**src/design/cdt_pkg.sv**
```systemverilog
package cdt_pkg;

    localparam int MENU_ENTRIES_DEF = 4;

    // timer modes
    localparam logic [1:0] MODE_SET   = 2'd0;
    localparam logic [1:0] MODE_RUN   = 2'd1;
    localparam logic [1:0] MODE_MENU  = 2'd2;
    localparam logic [1:0] MODE_ALARM = 2'd3;

    // menu entries
    localparam logic [1:0] MENU_RESUME = 2'd0;
    localparam logic [1:0] MENU_ADJUST = 2'd1;
    localparam logic [1:0] MENU_RESET  = 2'd2;
    localparam logic [1:0] MENU_EXIT   = 2'd3;

    localparam logic [15:0] LOW_TIME_LIMIT = 16'd300;

    // configuration register map
    localparam int         CFG_AW   = 5;
    localparam logic [2:0] REG_STEP = 3'd0;
    localparam logic [2:0] REG_MAX  = 3'd1;
    localparam logic [2:0] REG_TICK = 3'd2;
    localparam logic [2:0] REG_BEEP = 3'd3;
    localparam logic [2:0] REG_ARM  = 3'd4;

    localparam logic [11:0] STEP_RST = 12'd300;
    localparam logic [15:0] MAX_RST  = 16'd10800;
    localparam logic [15:0] TICK_RST = 16'd1000;
    localparam logic [15:0] BEEP_RST = 16'd800;
    localparam logic [15:0] ARM_RST  = 16'd3000;

    typedef struct packed {
        logic [11:0] step_seconds;
        logic [15:0] max_seconds;
        logic [15:0] tick_ms;
        logic [15:0] beep_period_ms;
        logic [15:0] arm_period_ms;
    } cfg_t;

    typedef struct packed {
        logic [1:0]  mode;
        logic [15:0] seconds_left;
        logic [1:0]  cursor;
        logic        low_time;
        logic        arm_move;
        logic        arm_raised;
        logic        beep;
        logic        blink_on;
        logic        exit_request;
    } result_t;

endpackage

```
**src/design/countdown_timer_with_alarm.sv**
```systemverilog
// Countdown timer with alarm. Each input beat is one poll (button, encoder
// detents, millisecond clock) and yields exactly one result beat with the mode,
// time left, menu cursor and the alarm pulses. The block takes one poll per
// clock cycle while the result side is not stalled: a poll is held in the input
// register, the mode update is computed from it and written to the result
// register when the poll moves on; a stalled result holds the poll behind it
// in the input register. The rate is set by the update of the timer state,
// which each poll reads and writes. Configuration is written through the APB
// port at byte addresses 4*i and is read back the same way; write it only
// while no poll is in flight.
module countdown_timer_with_alarm #(
    parameter int MENU_ENTRIES = cdt_pkg::MENU_ENTRIES_DEF
) (
    input  logic                       aclk,
    input  logic                       aresetn,
    input  logic                       psel,
    input  logic                       penable,
    input  logic                       pwrite,
    input  logic [cdt_pkg::CFG_AW-1:0] paddr,
    input  logic [31:0]                pwdata,
    output logic [31:0]                prdata,
    output logic                       pready,
    input  logic                       s_valid,
    output logic                       s_ready,
    input  logic                       s_button_pressed,
    input  logic signed [4:0]          s_rotation,
    input  logic [31:0]                s_now_ms,
    output logic                       m_valid,
    input  logic                       m_ready,
    output logic [1:0]                 m_mode,
    output logic [15:0]                m_seconds_left,
    output logic [1:0]                 m_cursor,
    output logic                       m_low_time,
    output logic                       m_arm_move,
    output logic                       m_arm_raised,
    output logic                       m_beep,
    output logic                       m_blink_on,
    output logic                       m_exit_request
);

    cdt_pkg::cfg_t    cfg;
    cdt_pkg::result_t res;
    cdt_pkg::result_t res_reg;

    logic              in_valid_reg, in_valid_next;
    logic              in_press_reg;
    logic signed [4:0] in_rot_reg;
    logic [31:0]       in_now_reg;
    logic              out_valid_reg, out_valid_next;
    logic              advance;
    logic              in_take;

    cdt_regs u_regs (
        .aclk    (aclk),
        .aresetn (aresetn),
        .psel    (psel),
        .penable (penable),
        .pwrite  (pwrite),
        .paddr   (paddr),
        .pwdata  (pwdata),
        .prdata  (prdata),
        .pready  (pready),
        .cfg     (cfg)
    );

    cdt_step #(
        .MENU_ENTRIES (MENU_ENTRIES)
    ) u_step (
        .aclk    (aclk),
        .aresetn (aresetn),
        .advance (advance),
        .press   (in_press_reg),
        .rot     (in_rot_reg),
        .now     (in_now_reg),
        .cfg     (cfg),
        .res     (res)
    );

    // the held poll moves on when the result register is free or draining
    assign advance = in_valid_reg && (!out_valid_reg || m_ready);
    assign s_ready = !in_valid_reg || advance;
    assign in_take = s_valid && s_ready;

    assign in_valid_next  = in_take ? 1'b1 : (advance ? 1'b0 : in_valid_reg);
    assign out_valid_next = advance ? 1'b1 : (m_ready ? 1'b0 : out_valid_reg);

    always_ff @(posedge aclk) begin
        if (!aresetn) begin
            in_valid_reg  <= 1'b0;
            out_valid_reg <= 1'b0;
        end else begin
            in_valid_reg  <= in_valid_next;
            out_valid_reg <= out_valid_next;
        end
    end

    always_ff @(posedge aclk) begin
        if (in_take) begin
            in_press_reg <= s_button_pressed;
            in_rot_reg   <= s_rotation;
            in_now_reg   <= s_now_ms;
        end
        if (advance) begin
            res_reg <= res;
        end
    end

    assign m_valid        = out_valid_reg;
    assign m_mode         = res_reg.mode;
    assign m_seconds_left = res_reg.seconds_left;
    assign m_cursor       = res_reg.cursor;
    assign m_low_time     = res_reg.low_time;
    assign m_arm_move     = res_reg.arm_move;
    assign m_arm_raised   = res_reg.arm_raised;
    assign m_beep         = res_reg.beep;
    assign m_blink_on     = res_reg.blink_on;
    assign m_exit_request = res_reg.exit_request;

endmodule

```
**src/design/cdt_regs.sv**
```systemverilog
module cdt_regs (
    input  logic                      aclk,
    input  logic                      aresetn,
    input  logic                      psel,
    input  logic                      penable,
    input  logic                      pwrite,
    input  logic [cdt_pkg::CFG_AW-1:0] paddr,
    input  logic [31:0]               pwdata,
    output logic [31:0]               prdata,
    output logic                      pready,
    output cdt_pkg::cfg_t             cfg
);

    logic [11:0] step_seconds_reg;
    logic [15:0] max_seconds_reg;
    logic [15:0] tick_ms_reg;
    logic [15:0] beep_period_ms_reg;
    logic [15:0] arm_period_ms_reg;
    logic [2:0]  reg_idx;
    logic        wr_en;

    assign pready  = 1'b1;
    assign reg_idx = paddr[cdt_pkg::CFG_AW-1:2];
    assign wr_en   = psel && penable && pwrite;

    always_ff @(posedge aclk) begin
        if (!aresetn) begin
            step_seconds_reg   <= cdt_pkg::STEP_RST;
            max_seconds_reg    <= cdt_pkg::MAX_RST;
            tick_ms_reg        <= cdt_pkg::TICK_RST;
            beep_period_ms_reg <= cdt_pkg::BEEP_RST;
            arm_period_ms_reg  <= cdt_pkg::ARM_RST;
        end else if (wr_en) begin
            unique case (reg_idx)
                cdt_pkg::REG_STEP: step_seconds_reg   <= pwdata[11:0];
                cdt_pkg::REG_MAX:  max_seconds_reg    <= pwdata[15:0];
                cdt_pkg::REG_TICK: tick_ms_reg        <= pwdata[15:0];
                cdt_pkg::REG_BEEP: beep_period_ms_reg <= pwdata[15:0];
                cdt_pkg::REG_ARM:  arm_period_ms_reg  <= pwdata[15:0];
                default: ;
            endcase
        end
    end

    always_comb begin
        unique case (reg_idx)
            cdt_pkg::REG_STEP: prdata = {20'd0, step_seconds_reg};
            cdt_pkg::REG_MAX:  prdata = {16'd0, max_seconds_reg};
            cdt_pkg::REG_TICK: prdata = {16'd0, tick_ms_reg};
            cdt_pkg::REG_BEEP: prdata = {16'd0, beep_period_ms_reg};
            cdt_pkg::REG_ARM:  prdata = {16'd0, arm_period_ms_reg};
            default:           prdata = 32'd0;
        endcase
    end

    assign cfg.step_seconds   = step_seconds_reg;
    assign cfg.max_seconds    = max_seconds_reg;
    assign cfg.tick_ms        = tick_ms_reg;
    assign cfg.beep_period_ms = beep_period_ms_reg;
    assign cfg.arm_period_ms  = arm_period_ms_reg;

endmodule

```
**src/design/cdt_step.sv**
```systemverilog
module cdt_step #(
    parameter int MENU_ENTRIES = cdt_pkg::MENU_ENTRIES_DEF
) (
    input  logic               aclk,
    input  logic               aresetn,
    input  logic               advance,
    input  logic               press,
    input  logic signed [4:0]  rot,
    input  logic [31:0]        now,
    input  cdt_pkg::cfg_t      cfg,
    output cdt_pkg::result_t   res
);

    localparam logic signed [6:0] MENU_LAST = 7'(MENU_ENTRIES - 1);

    logic [1:0]  mode_reg, mode_next;
    logic [15:0] remaining_reg, remaining_next;
    logic [31:0] last_event_reg, last_event_next;
    logic [31:0] last_arm_reg, last_arm_next;
    logic        arm_up_next_reg, arm_up_next_next;
    logic        blink_phase_reg, blink_phase_next;
    logic [1:0]  menu_pos_reg, menu_pos_next;

    logic signed [17:0] step_s, rot_s, prod, set_sum, max_s;
    logic [15:0] set_val, dec_val, rem_m1;
    logic [31:0] elapsed_ev, elapsed_arm;
    logic        tick_due, arm_due, beep_due;
    logic signed [6:0] pos_sum;
    logic [1:0]  pos_val;
    logic        arm_pulse, beep_pulse, exit_pulse;

    // setting: remaining + step * rotation, clamped to 0..max
    assign step_s  = {6'd0, cfg.step_seconds};
    assign rot_s   = {{13{rot[4]}}, rot};
    assign prod    = step_s * rot_s;
    assign set_sum = $signed({2'b00, remaining_reg}) + prod;
    assign max_s   = {2'b00, cfg.max_seconds};

    always_comb begin
        if (set_sum > max_s) begin
            set_val = cfg.max_seconds;
        end else if (set_sum < 18'sd0) begin
            set_val = 16'd0;
        end else begin
            set_val = set_sum[15:0];
        end
    end

    // running: remaining - 1 clamped, a zero count stays at zero
    assign rem_m1 = remaining_reg - 16'd1;
    always_comb begin
        if (remaining_reg == 16'd0) begin
            dec_val = 16'd0;
        end else if (rem_m1 > cfg.max_seconds) begin
            dec_val = cfg.max_seconds;
        end else begin
            dec_val = rem_m1;
        end
    end

    // wrap-around elapsed times
    assign elapsed_ev  = now - last_event_reg;
    assign elapsed_arm = now - last_arm_reg;
    assign tick_due    = elapsed_ev >= {16'd0, cfg.tick_ms};
    assign beep_due    = elapsed_ev > {16'd0, cfg.beep_period_ms};
    assign arm_due     = elapsed_arm >= {16'd0, cfg.arm_period_ms};

    assign pos_sum = $signed({5'd0, menu_pos_reg}) + $signed({{2{rot[4]}}, rot});
    always_comb begin
        if (pos_sum > MENU_LAST) begin
            pos_val = MENU_LAST[1:0];
        end else if (pos_sum < 7'sd0) begin
            pos_val = 2'd0;
        end else begin
            pos_val = pos_sum[1:0];
        end
    end

    always_comb begin
        mode_next        = mode_reg;
        remaining_next   = remaining_reg;
        last_event_next  = last_event_reg;
        last_arm_next    = last_arm_reg;
        arm_up_next_next = arm_up_next_reg;
        blink_phase_next = blink_phase_reg;
        menu_pos_next    = menu_pos_reg;
        arm_pulse        = 1'b0;
        beep_pulse       = 1'b0;
        exit_pulse       = 1'b0;
        unique case (mode_reg)
            cdt_pkg::MODE_SET: begin
                if (press) begin
                    mode_next = (remaining_reg == 16'd0) ? cdt_pkg::MODE_MENU
                                                          : cdt_pkg::MODE_RUN;
                end else begin
                    remaining_next = set_val;
                end
            end
            cdt_pkg::MODE_RUN: begin
                if (press) begin
                    mode_next = cdt_pkg::MODE_MENU;
                end else if (tick_due) begin
                    last_event_next = now;
                    remaining_next  = dec_val;
                    if (dec_val == 16'd0) begin
                        mode_next = cdt_pkg::MODE_ALARM;
                    end
                end
            end
            cdt_pkg::MODE_MENU: begin
                menu_pos_next = pos_val;
                if (press) begin
                    mode_next = cdt_pkg::MODE_SET;
                    case (pos_val)
                        cdt_pkg::MENU_RESUME: begin
                            if (remaining_reg != 16'd0) begin
                                mode_next = cdt_pkg::MODE_RUN;
                            end
                        end
                        cdt_pkg::MENU_RESET:  remaining_next = 16'd0;
                        cdt_pkg::MENU_EXIT:   exit_pulse = 1'b1;
                        default: ;
                    endcase
                end
            end
            default: begin
                if (press) begin
                    mode_next = cdt_pkg::MODE_SET;
                end else begin
                    if (arm_due) begin
                        last_arm_next    = now;
                        arm_pulse        = 1'b1;
                        arm_up_next_next = !arm_up_next_reg;
                    end
                    if (beep_due) begin
                        last_event_next  = now;
                        beep_pulse       = 1'b1;
                        blink_phase_next = !blink_phase_reg;
                    end
                end
            end
        endcase
    end

    always_ff @(posedge aclk) begin
        if (!aresetn) begin
            mode_reg        <= cdt_pkg::MODE_SET;
            remaining_reg   <= 16'd0;
            last_event_reg  <= 32'd0;
            last_arm_reg    <= 32'd0;
            arm_up_next_reg <= 1'b1;
            blink_phase_reg <= 1'b1;
            menu_pos_reg    <= 2'd0;
        end else if (advance) begin
            mode_reg        <= mode_next;
            remaining_reg   <= remaining_next;
            last_event_reg  <= last_event_next;
            last_arm_reg    <= last_arm_next;
            arm_up_next_reg <= arm_up_next_next;
            blink_phase_reg <= blink_phase_next;
            menu_pos_reg    <= menu_pos_next;
        end
    end

    assign res.mode         = mode_next;
    assign res.seconds_left = remaining_next;
    assign res.cursor       = menu_pos_next;
    assign res.low_time     = (mode_next == cdt_pkg::MODE_RUN) &&
                              (remaining_next <= cdt_pkg::LOW_TIME_LIMIT);
    assign res.arm_move     = arm_pulse;
    assign res.arm_raised   = !arm_up_next_next;
    assign res.beep         = beep_pulse;
    assign res.blink_on     = (mode_next == cdt_pkg::MODE_ALARM) && !blink_phase_next;
    assign res.exit_request = exit_pulse;

endmodule

```
**config.mk**
```make
export PLATFORM = sky130hd
export DESIGN_NAME = countdown_timer_with_alarm
export DESIGN_NICKNAME = d
export VERILOG_FILES = /design/src/design/cdt_pkg.sv /design/src/design/countdown_timer_with_alarm.sv /design/src/design/cdt_regs.sv /design/src/design/cdt_step.sv
export SDC_FILE = /design/constraint.sdc
export NUM_CORES = 1
export LEC_CHECK = 0
export BUFFER_PORTS_ARGS = -buffer_cell sky130_fd_sc_hd__buf_2
export CAP_MARGIN = 10
export CELL_PAD_IN_SITES_DETAIL_PLACEMENT = 1
export CELL_PAD_IN_SITES_GLOBAL_PLACEMENT = 1
export CORE_MARGIN = 4
export CORE_UTILIZATION = 50
export DETAILED_ROUTE_END_ITERATION = 8
export MAX_ROUTING_LAYER = met4
export PLACE_DENSITY_LB_ADDON = 0.1
export SLEW_MARGIN = 40
export SYNTH_ARGS = -nofsm -noshare
export SYNTH_HDL_FRONTEND = slang
export SYNTH_SLANG_ARGS = --single-unit
export TNS_END_PERCENT = 50
```
**constraint.sdc**
```tcl
create_clock -name aclk -period 18.4 [get_ports aclk]
set_clock_uncertainty 0.15 [all_clocks]
set_input_delay 3.68 -clock aclk [delete_from_list [all_inputs] [get_ports aclk]]
set_output_delay 3.68 -clock aclk [all_outputs]
set_load 0.02 [all_outputs]
```
==> parameters.txt, run 1 <==
Parameter                              Value

Status
  Status    finished clean

Die
  Core footprint    approximately 36000 um2
  Number of I/O pins    143
  Height of the die    198 um
  Overall die area    approximately 40000 um2
  Number of core rows    between 60 and 70
  Die width    roughly 200 um
  Initial core utilization    roughly half

Logic synthesis
  Top-count cell post-synth    nand2_1
  Number of synthesized flops with an enable pin    between 60 and 70
  Area share of the largest cell type after synthesis    between 10% and 20%
  Average cell area after synthesis    approximately 8.3 um2
  Post-Synthesis Cells    approximately 2200
  Post-synth cell types    between 80 and 90
  Synth warn    0
  Post-Syn Area    18100 um2
  Most common library cells after synthesis    305 x nand2_1, 213 x inv_1, 189 x ha_1, 164 x dfxtp_1, 154 x nor2_1
  Proportion of register bits with asynchronous set or reset after synthesis    0%
  Ranking of synthesized cells by area    dfxtp_1 18%, ha_1 13%, edfxtp_1 11%
  Synth area leader    dfxtp_1
  Dominant synthesized flop cell    dfxtp_1
  Share of the yosys chip area belonging to registers    28.8%
  Number of register bits inferred by synthesis    around 230

Hold path
  Worst min-delay path startpoint    u_regs.tick_ms_reg[4]
  Tightest Hold Check Type    flop to flop
  Worst hold path cell count    2
  Worst Hold Path EP    u_regs.tick_ms_reg[4]

Job
  Count of maximum capacitance violations    0

Placed design
  Final weighted congestion in routability-driven placement    ~0.95
  Post-placement setup slack    approximately 9000 ps
  Instance area at placement    between 15000 and 20000 um2
  Placed wire-length estimate    about 44000 um
  Number of placed instances with taps included    2657
  Port bufs    ~110

Power
  Max IR drop VDD    around 0.07 mV
  Pleak    8.19 nW
  Total power density per cell area    around 83 nW/um2

Timing
  Final critical-path share of the clock period    about half
  Final sum of negative setup slack    0 ps
  Fmax    between 100 and 150 MHz
  Setup violations, final    0
  Setup repair after global routing missed its margin    false
  Count of final hold-check violations    0
  Post-layout worst setup margin    8850 ps
  Slew @ Worst Pin    ~840 ps
  Fin crit period    ~9500 ps
  Count of pins over their slew limit    0
  Worst slew margin relative to its limit    roughly 43%

Route
  Drt drc    0
  Remaining number of nets flagged by the antenna check after routing    0
  Drt total wl    approximately 57000 um
  Total number of vias    roughly 16000
  Initial DRC Count    848
  First-pass iteration count of the detailed router    5
  Avg WL per Cell    approximately 21 um
  Vias/cell    about 6.0

Setup path
  Data arrival time of the critical path    between 5000 and 6000 ps
  Category of the worst setup path capture point    primary output
  Setup CP Type    input port to primary output
  Top fanout value on the critical path    36
  Endpoint of the lowest-slack register-to-register path    m_low_time
  Worst setup SP type    input port
  Critical R2R Launch    in_rot_reg[4]
  Worst endpoint required time    around 15000 ps
  R2R cell count    28
  Worst reg-to-reg setup slack    between 9000 and 10000 ps

CTS
  Hold-fix buffers, CTS    0
  Clock Path Buffers    3
  Number of buffers added by the clock tree synthesis step    27
  Later-pin clock latency in the skew report    around 550 ps
  Root Driver    clkbuf_16
  PostCTS Resize Cnt    0
  H-tree Lvls    1
  Clock-pin slew on the worst setup and hold paths    approximately 60 ps
  Number of sinks on the clock net    approximately 230
  Clock tree from TritonCTS    done
  Number of setup buffers added after CTS    0

Cells and area
  Number of nets in the finished design    between 2000 and 3000
  Final instance count without filler cells    between 2000 and 3000
  Total inserted antenna cells    0
  Ratio of cells with drive above 1 in the final layout    ~9.1%
  Filler instances    roughly 4300
  Layout Cell Area excl Fill    19900 um2
  Area overhead of the layout relative to synthesis    10.1%

Global routing
  Met1 track demand over resource in global routing    between 30% and 40%
  Total Routing Usage GR    ~30%
  Number of antenna violations at the first check in global routing    0
  Global-route wire length before repair    90300 um
  Global Route met3 Usage    about 3.0%
  Maximum number of pins on one net before global-route repair    95
  Congestion Overflow GR    0
  Met2 layer usage reported by global route    between 50% and 60%
  Global route hottest layer    met2
  Number of global-route vias before repair    approximately 17000
==> metal layers <==
| metal | wire length, um | share of wire, % |
|---|---|---|
| met2 | 28200 | 50 |
| met3 | 2220 | 3.9 |
| met1 | 23800 | 42 |
| met4 | 2630 | 4.6 |
| met5 | 0 | 0 |
==> cells by family after synthesis <==
group                      count (synthesis)  synth area share, %
AOI/OAI and AO/OA                        512                 18.7
xor gates and xnor gates                  67                 3.24
adders and majority gates                238                 18.5
buffers and inverters                    327                 7.33
DFF                                      228                 28.8
muxes                                     96                 5.34
other                                      2               0.0415
and+or+nand+nor                          706                 18.0
==> metrics by stage <==
stage / hold slack (ps) / total power, mW / utilization (%)
global placement: 292 / 1.02 / 52.9
finish: 306 / 1.65 / 55.9
CTS: 308 / 1.67 / 55.8
global route: 336 / 1.74 / 55.9
floorplan: 285 / 0.903 / -
detailed placement: 299 / 1.04 / 52.9
==> how the worst max path moves through the flow <==
stage	cells after the start	endpoint	startpoint
floorplan	6	prdata[10]	paddr[4]
global placement	5	prdata[11]	paddr[2]
detailed placement	5	prdata[15]	paddr[2]
CTS	5	prdata[15]	paddr[2]
global route	5	prdata[14]	paddr[2]
finish	5	prdata[14]	paddr[2]
==> cell usage in the layout, fill, tap and decap left out, types with 5 or more instances in the layout <==
| cell | netlist | routed |
|---|---|---|
| fa_1 | 49 | 49 |
| a22oi_1 | 30 | 30 |
| xnor2_1 | 45 | 45 |
| a21oi_1 | 144 | 144 |
| o22ai_1 | 22 | 22 |
| or2_2 | 9 | 9 |
| o211ai_1 | 33 | 33 |
| nor2b_1 | 21 | 19 |
| a21o_1 | 64 | 64 |
| nand4_1 | 26 | 26 |
| and2_1 | 44 | 43 |
| a211oi_1 | 34 | 33 |
| o21a_1 | 21 | 21 |
| nand2_1 | 305 | 305 |
| edfxtp_1 | 64 | 64 |
| nor4_1 | 18 | 17 |
| nor3_1 | 25 | 25 |
| inv_1 | 213 | 213 |
| or3_1 | 9 | 9 |
| clkbuf_1 | 80 | 5 |
| conb_1 | 2 | 17 |
| dfxtp_1 | 164 | 164 |
| buf_2 | 10 | 107 |
| mux2i_1 | 91 | 91 |
| nor2_1 | 154 | 153 |
| nand3_1 | 37 | 37 |
| ha_1 | 189 | 189 |
| o21bai_1 | 12 | 12 |
| xor2_1 | 22 | 22 |
| o221ai_1 | 14 | 14 |
| clkbuf_16 | 0 | 31 |
| or4_1 | 7 | 7 |
| nand2b_1 | 21 | 21 |
| a31oi_1 | 10 | 10 |
| and3_1 | 6 | 5 |
| buf_4 | 17 | 10 |
| o21ai_0 | 75 | 75 |
| bufinv_16 | 0 | 6 |
==> report_power, final <==
group          internal (mW)  total (mW)  leakage, nW  switching (mW)
clock                  0.398       0.621        0.504           0.223
combinational          0.185       0.477         5.73           0.292
sequential             0.534       0.555         1.95          0.0215
==> worst max-delay path, cell delays in order <==
cell and delay (ps):
buf_2 540, nor2b_2 700, a22oi_1 140, o22ai_1 390, buf_2 250
==> final cells by class <==
class	instances	area (um2)	share of cell area, %
tap	461	577	2.90
timing repair buffer	118	631	3.17
inverter	214	805	4.04
sequential	228	5200	26.1
clock inverter	10	201	1.01
multi-input combinational	1636	11700	58.6
clock buffer	39	836	4.20
Note: power is estimated with default switching activity, not from simulation.
==> inputs of run 2 (changes only) <==
--- a/config.mk
+++ b/config.mk
@@ -10,7 +10,7 @@
 export CELL_PAD_IN_SITES_DETAIL_PLACEMENT = 1
 export CELL_PAD_IN_SITES_GLOBAL_PLACEMENT = 1
 export CORE_MARGIN = 4
-export CORE_UTILIZATION = 50
+export CORE_UTILIZATION = 47
 export DETAILED_ROUTE_END_ITERATION = 8
 export MAX_ROUTING_LAYER = met4
 export PLACE_DENSITY_LB_ADDON = 0.1
==> constraint.sdc (replaced) <==
create_clock -name aclk -period 9.6 [get_ports aclk]
set_clock_uncertainty 0.15 [all_clocks]
set_input_delay 1.92 -clock aclk [delete_from_list [all_inputs] [get_ports aclk]]
set_output_delay 1.92 -clock aclk [all_outputs]
set_load 0.02 [all_outputs]
==> run 2 against run 1 <==
  * Wire length up 0.11%
  * Sequential share of layout area up 0.053 points
  * Clock power up 66%
  * Largest cell class unchanged
  * Largest power group is now registers
==> parameters.txt, run 2 (synthesis results as in run 1) <==
Parameter                              Value

Global routing
  Global-route wire length before repair    91700 um
  Congestion Overflow GR    0
  Total Routing Usage GR    28.1%
  Maximum number of pins on one net before global-route repair    65
  Number of global-route vias before repair    ~17000
  Number of antenna violations at the first check in global routing    0

Setup path
  Data arrival time of the critical path    around 9000 ps
  Slowest cell on the critical path    nor2_1
  Setup CP Type    flop to flop
  Top fanout value on the critical path    14
  Worst path most repeated cell    fa_1
  Category of the worst setup path capture point    flop
  Worst setup SP type    flop
  Worst endpoint required time    9890 ps
  Delay of the slowest critical-path stage    approximately 610 ps

Power
  Max IR drop VDD    ~0.14 mV
  Clock network fraction of total power    between 30 and 40%
  Switching share of power    about a third
  Pleak    ~8.2 nW
  Internal cell power    slightly below 2 mW
  Sequential share of power    between 30% and 40%
  Total power density per cell area    roughly 150 nW/um2
  Combinational group share of total power    approximately 30%
  Total power after layout    roughly 3 mW
  Reported net switching power    1.03 mW

CTS
  Number of sinks on the clock net    about 230
  H-tree Lvls    1
  PostCTS Resize Cnt    0
  Clock tree from TritonCTS    done
  Root Driver    clkbuf_16
  Later-pin clock latency in the skew report    around 570 ps
  Clock-pin slew on the worst setup and hold paths    60 ps
  Number of setup buffers added after CTS    0
  Number of buffers added by the clock tree synthesis step    28
  Clock Path Buffers    3
  Hold-fix buffers, CTS    0

Placed design
  Port bufs    ~110
  Final weighted congestion in routability-driven placement    ~0.94
  Number of placed instances with taps included    2712
  Placed wire-length estimate    ~45000 um
  Post-placement setup slack    just under 1000 ps

Cells and area
  Ratio of cells with drive above 1 in the final layout    roughly a tenth
  Area overhead of the layout relative to synthesis    9.84%
  Most frequent standard cell in the layout excluding fill and tap cells    nand2_1
  Utilization of the core after routing    52.5%
  Total inserted antenna cells    0
  Number of nets in the finished design    between 2000 and 3000
  Final instance count without filler cells    approximately 2800
  Leading cell types in the layout, fill and taps excluded    305 x nand2_1, 213 x inv_1, 189 x ha_1, 164 x dfxtp_1, 153 x nor2_1

Die
  Core footprint    about 38000 um2
  Initial core utilization    47.8%
  Height of the die    a little over 200 um
  Number of I/O pins    143
  Number of core rows    between 70 and 80
  Overall die area    roughly 42000 um2
  Die width    ~200 um

Timing
  Fin crit period    ~8700 ps
  Final sum of negative setup slack    0 ps
  Fmax    115 MHz
  Setup violations, final    0
  Post-layout worst setup margin    ~930 ps
  Count of final hold-check violations    0
  Final critical-path share of the clock period    about nine tenths
  Setup repair after global routing missed its margin    false
  Count of pins over their slew limit    0
  Worst slew margin relative to its limit    around 46%
  Slew @ Worst Pin    approximately 800 ps

Route
  First-pass iteration count of the detailed router    5
  Routed met2 length    between 20000 and 30000 um
  Initial DRC Count    741
  Total number of vias    16000
  Met3 Routed Length    between 1500 and 2000 um
  Met1 wire length    approximately 25000 um
  Highest metal layer with signal wires    met4
  Remaining number of nets flagged by the antenna check after routing    0
  Vias/cell    between 5 and 6
  Drt total wl    57000 um
  Drt drc    0
  Avg WL per Cell    20.6 um

Hold path
  Tightest Hold Check Type    flop to flop

Status
  Status    finished clean

Job
  Count of maximum capacitance violations    0
## run 2: area by class of cell
cell class              instances  area [um2]
well taps                     511         639
clock buffers                  39         792
multi-input cells            1636       11700
inverters                     214         805
fillers                      4615       18000
repair buffers                123         656
clock inverters                13         111
flip-flops and latches        228        5200
## run 2: through the flow
stage / area, um2 / hold slack (ps)
2_1_floorplan: 18200 / 285
3_3_place_gp: 19000 / 292
3_5_place_dp: 19000 / 298
4_1_cts: 19900 / 306
5_1_grt: 19900 / 330
6_report: 19900 / 307
## run 2: worst max-delay path, delay by kind of cell, from the launching register on
kind / cells / cell delay, ps
and+or+nand+nor: 6 / 1970
xor gates and xnor gates: 1 / 270
buffers and inverters: 5 / 1060
AOI/OAI and AO/OA: 10 / 1980
DFF: 1 / 350
adders and majority gates: 6 / 2720
## run 2: final timing paths
kind / depth (start not counted) / to / slack (ps) / from
worst max-delay path: 28 / m_low_time / 930 / in_rot_reg[4]
worst min-delay path: 2 / u_step.last_arm_reg[8] / 310 / u_step.last_arm_reg[8]
worst max register to register: 28 / m_low_time / 930 / in_rot_reg[4]
worst min register to register: 2 / u_step.last_arm_reg[8] / 310 / u_step.last_arm_reg[8]
## run 2: power by group through the flow
stage / Clock, mW / Sequential, mW / Combinational, mW
6_report: 1.03 / 1.06 / 0.917
5_1_grt: 1.10 / 1.07 / 1.03
4_1_cts: 1.06 / 1.06 / 0.915
3_5_place_dp: 0 / 1.08 / 0.905
3_3_place_gp: 0 / 1.08 / 0.878
2_1_floorplan: 0 / 1.07 / 0.656
## run 2: routing by layer
layer	GRT usage, %	up-vias
met2	49.2	259
met1	34.7	7955
met3	2.30	98
met5	-	-
li1	-	7684
met4	8.69	0
